<file path="config.mk">
export PLATFORM = sky130hd
export DESIGN_NAME = mpfb_pixel_map
export DESIGN_NICKNAME = d
export VERILOG_FILES = /design/src/mpfb_pkg.sv /design/src/mpfb_pixel_map.sv
export SDC_FILE = /design/constraint.sdc
export NUM_CORES = 1
export LEC_CHECK = 0
export BUFFER_PORTS_ARGS = -buffer_cell sky130_fd_sc_hd__clkbuf_2
export CORE_ASPECT_RATIO = 1.2
export CORE_MARGIN = 5
export CORE_UTILIZATION = 35
export DETAILED_ROUTE_END_ITERATION = 16
export GPL_TIMING_DRIVEN = 0
export PLACE_DENSITY = 0.73
export SYNTH_ARGS = -nofsm -noshare
export SYNTH_HDL_FRONTEND = slang
export SYNTH_SLANG_ARGS = --single-unit
</file>
<file path="constraint.sdc">
create_clock -name vclk -period 2.7
set_input_delay 0.81 -clock vclk [all_inputs]
set_output_delay 0.81 -clock vclk [all_outputs]
set_load 0.05 [all_outputs]
</file>
<file path="src/mpfb_pkg.sv">
// Shared types, constants and a helper function for the page frame store plotter.
`timescale 1ns / 1ps
package mpfb_pkg;

  localparam int SCREEN_WIDTH = 128;
  localparam int SCREEN_HEIGHT = 64;
  localparam int STORE_SIZE = SCREEN_WIDTH * SCREEN_HEIGHT / 8;
  localparam int ADDR_W = $clog2(STORE_SIZE);
  localparam int GRAPH_FIRST_PAGE = 1;
  localparam int GRAPH_LAST_PAGE = 7;
  localparam int GRAPH_LAST_COL = 100;

  localparam logic [2:0] CMD_CLEAR = 3'd0;
  localparam logic [2:0] CMD_PIXEL = 3'd1;
  localparam logic [2:0] CMD_BOX = 3'd2;
  localparam logic [2:0] CMD_FRAME = 3'd3;
  localparam logic [2:0] CMD_BITMAP = 3'd4;
  localparam logic [2:0] CMD_SHIFT = 3'd5;
  localparam logic [2:0] CMD_READ = 3'd6;
  localparam logic [2:0] CMD_NONE = 3'd7;

  localparam logic [1:0] MODE_SET = 2'd0;
  localparam logic [1:0] MODE_INVERT = 2'd1;
  localparam logic [1:0] MODE_CLEAR = 2'd2;

  localparam logic [2:0] REG_DRAW_MODE = 3'd0;
  localparam logic [2:0] REG_CLIP_X_LOW = 3'd1;
  localparam logic [2:0] REG_CLIP_Y_LOW = 3'd2;
  localparam logic [2:0] REG_CLIP_X_HIGH = 3'd3;
  localparam logic [2:0] REG_CLIP_Y_HIGH = 3'd4;

  typedef enum logic [3:0] {
    ST_IDLE,
    ST_CLEAR,
    ST_PLAN,
    ST_PIX_READ,
    ST_PIX_WAIT,
    ST_PIX_WRITE,
    ST_SHIFT_READ,
    ST_SHIFT_WAIT,
    ST_SHIFT_WRITE,
    ST_READ_WAIT,
    ST_READ_DONE,
    ST_RESULT
  } state_t;

  // One pixel operation handed from the pixel mapper to the sequencer.
  typedef struct packed {
    logic       ok;
    logic [ADDR_W-1:0] addr;
    logic [2:0] bit_idx;
    logic [1:0] mode;
  } pix_req_t;

  function automatic logic [7:0] apply_mode(input logic [7:0] b, input logic [2:0] idx,
                                            input logic [1:0] mode);
    logic [7:0] m;
    m = 8'd1 << idx;
    case (mode)
      MODE_SET: apply_mode = b | m;
      MODE_INVERT: apply_mode = b ^ m;
      MODE_CLEAR: apply_mode = b & ~m;
      default: apply_mode = b;
    endcase
  endfunction

endpackage

</file>
<file path="src/mpfb_pixel_map.sv">
// Clip test and page address computation for one pixel.
`timescale 1ns / 1ps
module mpfb_pixel_map (
  input  logic [7:0] px,
  input  logic [7:0] py,
  input  logic [1:0] mode,
  input  logic [7:0] clip_x_low,
  input  logic [7:0] clip_y_low,
  input  logic [7:0] clip_x_high,
  input  logic [7:0] clip_y_high,
  output mpfb_pkg::pix_req_t req
);
  import mpfb_pkg::*;

  logic [18:0] full_addr;

  always_comb begin
    full_addr = 19'(py >> 3) * 19'(SCREEN_WIDTH) + 19'(px);
    req.ok = (px >= clip_x_low) && (px <= clip_x_high) && (py >= clip_y_low) &&
             (py <= clip_y_high) && (full_addr < 19'(STORE_SIZE));
    req.addr = full_addr[ADDR_W-1:0];
    req.bit_idx = py[2:0];
    req.mode = mode;
  end

endmodule

</file>
==> flow_summary.yaml, run 1 <==
finish:
  nFlopsAndLatches: 0
  diodes: 0
  synthToLayoutAreaGrowth_pct: 67.96
  final_cell_area_mm2: 0.001568
  drive_gt1_share_pct: 56.68
  final_nets: 273
  clock_buffers: 0
  seqCellArea_um2: 0
pwr:
  p_clk_share_pct: 0
  comb_power_share_pct: 100.0
  power.switching_uw: 154.3
  switching_share_pct: 55.46
  power.total_uw: 278.3
  p_leak_uw: 0.0008806
  ir_drop_mv: 0.09983
  seqPwrFrac_pct: 0
  p_int_uw: 124.0
  pwr_density_cell_mw_per_mm2: 177.5
setup_path:
  critPathBufInv: 3
  crit_top_cell: "clkbuf_8"
  critPathMaxFanout: 2
  crit_slowest_cell: "a221oi_2"
  critPathRequiredTime_ns: 1.89
  critical_path_class: "input pin to output port"
  cp_top_family: "compound AO/OA/AOI/OAI gates"
  crit_chain: "clkbuf_8 -> inv_6 -> ha_1 -> nand2b_1 -> a211oi_2 -> o21ai_1 -> a221oi_2 -> nor4bb_4 -> clkbuf_8"
  worstPathArrival_ns: 2.31
  cp-end-kind: "output port"
  start_kind: "input pin"
  cp_slowest_stage_delay_ns: 0.33
detailed_routing:
  antenna_left: 0
  via_per_inst: 4.764
  wl_per_cell_um: 11.43
  drc_errors: 0
  drt-initial-drc-count: 8
  drt-total-wl_mm: 2.515
  via_count: 1048
  first_pass_iters: 2
min_path:
  hp-start: "mode[0]"
  hold_depth: 2
  hold_path.class: "input pin to output port"
  hold_end: "req[0]"
global_routing:
  track_usage_pct: 13.17
  antenna_found_initial: 0
  first_global_vias: 1077
  grt_overflow: 0
  grt_max_degree: 5
  grt_pass1_wl_mm: 4.195
floorplanning:
  die_w_um: 57.14
  start_util_pct: 36.57
  ios: 66
  core_area_mm2: 0.002552
  dieArea_mm2: 0.003804
  rows: 20
  die_h_um: 66.57
synth:
  synthTopCellsByArea: "ha_1 46%, inv_1 12%, buf_4 9.7%"
  yosys_warnings: 0
  yosysMostFrequentCell: "ha_1"
  syn-num-nets: 207
  netlist_top_cells_count: "34 x ha_1, 31 x inv_1, 12 x buf_4, 10 x a21oi_1"
  avgSynthCellArea_um2: 7.589
  ys_seq_area_share_pct: 0
  ys_types: 25
  synth_top_area_share_pct: 45.58
  syn-cell-area_um2: 933.4
  synth_area_leader_cell: "ha_1"
  netlist_instances: 123
timing:
  grt_setup_unrepaired: "true"
  period_share_pct: 115.5
  slew_headroom_pct: 80.71
  setup_viol: 1
  fmax_mhz: 320.7
  finalHoldViolCount: 0
  finalSetupTns_ns: -0.4186
  drv_slew: 0
  min_period_ns: 3.119
  fin_ws_ns: -0.4186
  worstMarginPinSlew_ns: 0.2893
status:
  status: "complete, but fails checks"
  violations: "negative setup slack"
placed_design:
  portBuffers: 64
  placed_cell_area_mm2: 0.001458
  dp_hpwl_mm: 2.339
  place_congestion: 0.8180
flow_run:
  cap_violations: 0
clocking:
  cts_hold_buf: 0
area by class of cell:
cell class	instances	area, µm²
fillers	240	984.7
multi-input cells	79	903.4
repair buffers	64	375.4
inverters	32	157.7
plain buffers	12	90.09
well taps	33	41.29
layer usage:
metal | up-vias | share of wire (%) | GRT usage, %
met3 | 0 | 9.0 | 1.938
li1 | 544 | - | -
met5 | - | 0 | 0
met1 | 458 | 38 | 13.26
met4 | 0 | 0 | 0
met2 | 46 | 53 | 29.00
per-stage QoR:
step / util [%] / worst slack (ns) / cells / hold slack (ns)
5_1_grt: 61.42 / -0.5008 / 220 / 1.956
2_1_floorplan: - / -0.3797 / 123 / 1.787
3_3_place_gp: 57.11 / -0.6315 / 220 / 1.950
6_report: 61.42 / -0.4186 / 220 / 1.949
4_1_cts: 60.69 / -0.4345 / 220 / 1.952
3_5_place_dp: 57.11 / -0.6208 / 220 / 1.952
logic make-up after synthesis:
logic type               share of synthesized area [%]
buffers and inverters                            22.52
adder cells (fa/ha/maj)                          45.58
AO/OA/AOI/OAI                                    20.38
AND/OR/NAND/NOR                                  10.59
XOR/XNOR                                        0.9385
power by group through the flow:
stage / combinational, µW / sequential (µW) / clock, µW
2_1_floorplan: 175 / 0 / 0
3_3_place_gp: 251 / 0 / 0
3_5_place_dp: 260 / 0 / 0
4_1_cts: 277 / 0 / 0
5_1_grt: 306 / 0 / 0
6_report: 278 / 0 / 0
how the worst max path moves through the flow:
| stage | start | end | slack [ns] | depth (start not counted) |
|---|---|---|---|---|
| after global routing | py[0] | req[15] | -0.50 | 9 |
| after global placement | py[0] | req[15] | -0.63 | 9 |
| after floorplan | clip_y_high[2] | req[15] | -0.38 | 6 |
| after detailed placement | py[0] | req[15] | -0.62 | 9 |
| final | py[0] | req[15] | -0.42 | 9 |
| after CTS | clip_y_high[3] | req[15] | -0.43 | 8 |
layout by cell type, fill, tap and decap left out, drive strengths merged, types with 4 or more instances in the layout:
master  count
a21oi      10
buf        12
clkbuf     64
inv        31
nand2       4
nand4       4
o21ai       6
ha         34
repair_timing:
item                       4_1_cts  5_1_grt
setup buffers                    0        0
pin swaps                        7        2
gates resized for setup         17        2
setup endpoints to repair        1        1
Power figures use the tool's default switching activity.
==> run 2: changes to the inputs <==
==> constraint.sdc (replaced) <==
create_clock -name vclk -period 2.7
set_input_delay 0.405 -clock vclk [all_inputs]
set_output_delay 0.405 -clock vclk [all_outputs]
set_load 0.05 [all_outputs]
==> flow_summary.yaml, run 2 (synthesized netlist as in run 1, its figures left out) <==
status:
  status: "finished, final reports clean"
detailed_routing:
  wl_per_cell_um: 9.432
  via_per_inst: 4.545
  first_pass_iters: 2
  antenna_left: 0
  drt-initial-drc-count: 1
  via_count: 1000
  drt-total-wl_mm: 2.075
  drc_errors: 0
floorplanning:
  dieArea_mm2: 0.003804
  die_h_um: 66.57
  start_util_pct: 36.57
  die_w_um: 57.14
  core_area_mm2: 0.002552
  ios: 66
  rows: 20
setup_path:
  critPathMaxFanout: 3
  critical_path_class: "input pin to output port"
  critPathRequiredTime_ns: 2.30
  start_kind: "input pin"
  worstPathArrival_ns: 2.08
  cp-end-kind: "output port"
min_path:
  hp-start: "mode[0]"
  hold_path.class: "input pin to output port"
  hold_depth: 2
  hold_end: "req[0]"
placed_design:
  place_congestion: 0.6952
  dp_hpwl_mm: 2.067
  place_ws_ns: 0.1366
  portBuffers: 64
finish:
  nFlopsAndLatches: 0
  drive_gt1_share_pct: 43.32
  final_nets: 273
  diodes: 0
  final_util_pct: 51.42
  seqCellArea_um2: 0
  final_common_cell: "clkbuf_2"
  synthToLayoutAreaGrowth_pct: 40.62
  layout_common_cells: "63 x clkbuf_2, 34 x ha_1, 31 x inv_1, 12 x buf_4, 10 x a21oi_1"
  clock_buffers: 0
pwr:
  ir_drop_mv: 0.07749
  p_int_uw: 97.11
  p_leak_uw: 0.0008565
  switching_share_pct: 57.14
  comb_power_share_pct: 100.0
  power.switching_uw: 129.5
  p_clk_share_pct: 0
  pwr_density_cell_mw_per_mm2: 172.6
  seqPwrFrac_pct: 0
timing:
  finalHoldViolCount: 0
  grt_setup_unrepaired: "false"
  fmax_mhz: 401.7
  finalSetupTns_ns: 0
  fin_ws_ns: 0.2104
  setup_viol: 0
  period_share_pct: 92.21
  min_period_ns: 2.490
  worstMarginPinSlew_ns: 0.4362
  slew_headroom_pct: 70.92
  drv_slew: 0
clocking:
  cts_resized: 0
  post-cts-setup-buffers: 0
  cts_hold_buf: 0
global_routing:
  grt_max_degree: 5
  antenna_found_initial: 0
  grt_pass1_wl_mm: 3.401
  track_usage_pct: 10.56
  grt_overflow: 0
  first_global_vias: 895
flow_run:
  cap_violations: 0
==> run 2: changes by cell type in the layout (fill, tap and decap cells not counted), moves of 3 or more <==
cell	previous run	this run
inv_1	23	31
a21oi_2	3	0
a21oi_1	7	10
ha_4	9	0
ha_1	24	34
inv_6	4	0
clkbuf_2	59	63
clkbuf_8	4	0
==> run 2: metrics by stage <==
stage                     cell area, µm²  instances  total power, µW  hold WS (ns)
after floorplan                    948.4        123            158.6        0.9771
after global placement              1310        220            227.6         1.140
after detailed placement            1310        220            230.9         1.141
after CTS                           1310        220            231.7         1.141
after global routing                1313        220            255.5         1.146
final                               1313        220            226.6         1.139
==> run 2: power groups by stage <==
| stage | sequential [µW] | clock, µW | combinational [µW] |
|---|---|---|---|
| after floorplan | 0 | 0 | 159 |
| after global placement | 0 | 0 | 228 |
| after detailed placement | 0 | 0 | 231 |
| after CTS | 0 | 0 | 232 |
| after global routing | 0 | 0 | 255 |
| final | 0 | 0 | 227 |
==> run 2: final cells by class <==
| cell class | count | area, µm² |
|---|---|---|
| Buffer | 12 | 90.09 |
| Fill cell | 285 | 1240 |
| Inverter | 32 | 120.1 |
| Multi-Input combinational cell | 79 | 738.2 |
| Tap cell | 33 | 41.29 |
| Timing Repair Buffer | 64 | 322.8 |
==> run 2: worst max-delay path, stage by stage <==
cell and delay [ns]:
clkbuf_2 0.11, ha_1 0.23, ha_1 0.22, nor3_2 0.17
a21oi_1 0.07, a2111oi_2 0.35, nor4bb_4 0.24, clkbuf_4 0.27
==> run 2: worst max path at each step <==
stage	from	to	slack, ns	cells past startpoint
after CTS	px[7]	req[15]	0.13	8
after global routing	py[3]	req[15]	0.02	8
after global placement	px[7]	req[15]	0.16	8
final	px[7]	req[15]	0.21	8
after detailed placement	px[7]	req[15]	0.14	8
after floorplan	px[7]	req[15]	0.29	6
==> run 2: layer usage <==
| metal | vias up | GRT usage, % | wire length, µm |
|---|---|---|---|
| li1 | 544 | - | - |
| met1 | 413 | 12.11 | 798 |
| met2 | 43 | 21.29 | 1025 |
| met3 | 0 | 1.744 | 250 |
| met4 | 0 | 0 | 0 |
| met5 | - | 0 | 0 |
==> run 3: changes to the inputs <==
==> constraint.sdc (replaced) <==
create_clock -name vclk -period 2.7
set_input_delay 0.135 -clock vclk [all_inputs]
set_output_delay 0.135 -clock vclk [all_outputs]
set_load 0.05 [all_outputs]
==> flow_summary.yaml, run 3 (synthesized netlist as in run 1, its figures left out) <==
status:
  status: "finished, final reports clean"
setup_path:
  cp_slowest_stage_delay_ns: 0.35
  cp_top_family: "simple AND/OR/NAND/NOR gates"
  critical_path_class: "input pin to output port"
  critPathRequiredTime_ns: 2.57
  crit_slowest_cell: "a2111oi_2"
  critPathBufInv: 2
  cp-end-kind: "output port"
  critPathMaxFanout: 3
  crit_chain: "clkbuf_2 -> ha_1 -> ha_1 -> nor3_2 -> a21oi_1 -> a2111oi_2 -> nor4bb_2 -> clkbuf_2"
  worstPathArrival_ns: 1.93
  start_kind: "input pin"
  worst-path-stages: 8
floorplanning:
  ios: 66
  core_area_mm2: 0.002552
  start_util_pct: 36.57
  dieArea_mm2: 0.003804
  die_w_um: 57.14
  rows: 20
  die_h_um: 66.57
placed_design:
  place_congestion: 0.7364
  dp_hpwl_mm: 2.222
  portBuffers: 64
finish:
  layout_common_cells: "64 x clkbuf_2, 34 x ha_1, 31 x inv_1, 12 x buf_4, 10 x a21oi_1"
  final_nets: 273
  seqCellArea_um2: 0
  diodes: 0
  clock_buffers: 0
  nFlopsAndLatches: 0
  synthToLayoutAreaGrowth_pct: 39.41
  final_common_cell: "clkbuf_2"
  drive_gt1_share_pct: 43.32
pwr:
  pwr_density_cell_mw_per_mm2: 173.3
  comb_power_share_pct: 100.0
  ir_drop_mv: 0.08852
  p_int_uw: 95.71
  switching_share_pct: 57.55
  seqPwrFrac_pct: 0
  power.switching_uw: 129.8
  p_clk_share_pct: 0
  p_leak_uw: 0.0008462
global_routing:
  grt_pass1_wl_mm: 3.760
  antenna_found_initial: 0
  grt_overflow: 0
  track_usage_pct: 11.72
  first_global_vias: 977
  grt_max_degree: 5
detailed_routing:
  via_per_inst: 4.518
  drt-initial-drc-count: 9
  drc_errors: 0
  first_pass_iters: 2
  drt-total-wl_mm: 2.253
  wl_per_cell_um: 10.24
  via_count: 994
  antenna_left: 0
timing:
  finalHoldViolCount: 0
  min_period_ns: 2.067
  grt_setup_unrepaired: "false"
  holdWs_ns: 0.5984
  setup_viol: 0
  slew_headroom_pct: 77.88
  period_share_pct: 76.55
  drv_slew: 0
  fmax_mhz: 483.8
  worstMarginPinSlew_ns: 0.3318
  finalSetupTns_ns: 0
min_path:
  hold_depth: 2
  hold_path.class: "input pin to output port"
flow_run:
  cap_violations: 0
clocking:
  cts_hold_buf: 0
  post-cts-setup-buffers: 0
  cts_resized: 0
run 3: changes by cell type in the layout (fill, tap and decap cells not counted):
cell      before  now
clkbuf_2      63   64
clkbuf_4       1    0
nor4bb_2       0    1
nor4bb_4       1    0
run 3: path summary, 6_finish.rpt:
| path | end | slack [ns] | start |
|---|---|---|---|
| worst min-delay path | req[1] | 0.60 | mode[1] |
| worst max-delay path | req[15] | 0.63 | px[7] |
run 3: power groups by stage:
stage               Combinational [µW]  Clock, µW  Sequential [µW]
detailed placement                 229          0                0
floorplan                          156          0                0
finish                             225          0                0
global placement                   226          0                0
global route                       256          0                0
CTS                                230          0                0
run 3: per-stage QoR:
step                total power (µW)  setup slack [ns]  area (µm²)  instances  utilization [%]
floorplan                      155.6            0.4930       939.7        123                -
global placement               225.6            0.7002        1301        220            50.98
detailed placement             229.0            0.6039        1301        220            50.98
CTS                            230.0            0.6032        1301        220            50.98
global route                   256.1            0.4267        1301        220            50.98
finish                         225.5            0.6332        1301        220            50.98
run 3: cell type report:
type                       instances  area [µm²]
tap                               33       41.29
fill                             272        1251
inverter                          32       120.1
multi-input combinational         79       729.5
timing repair buffer              64       320.3
buffer                            12       90.09
run 3: metal layers:
layer	part of all wire (%)	wire length, µm	global-route usage [%]	vias to the layer above
li1	-	-	-	546
met4	0	0	0	0
met2	42	945	22.29	59
met3	14	306	3.295	0
met1	44	1001	13.71	389
met5	0	0	0	-
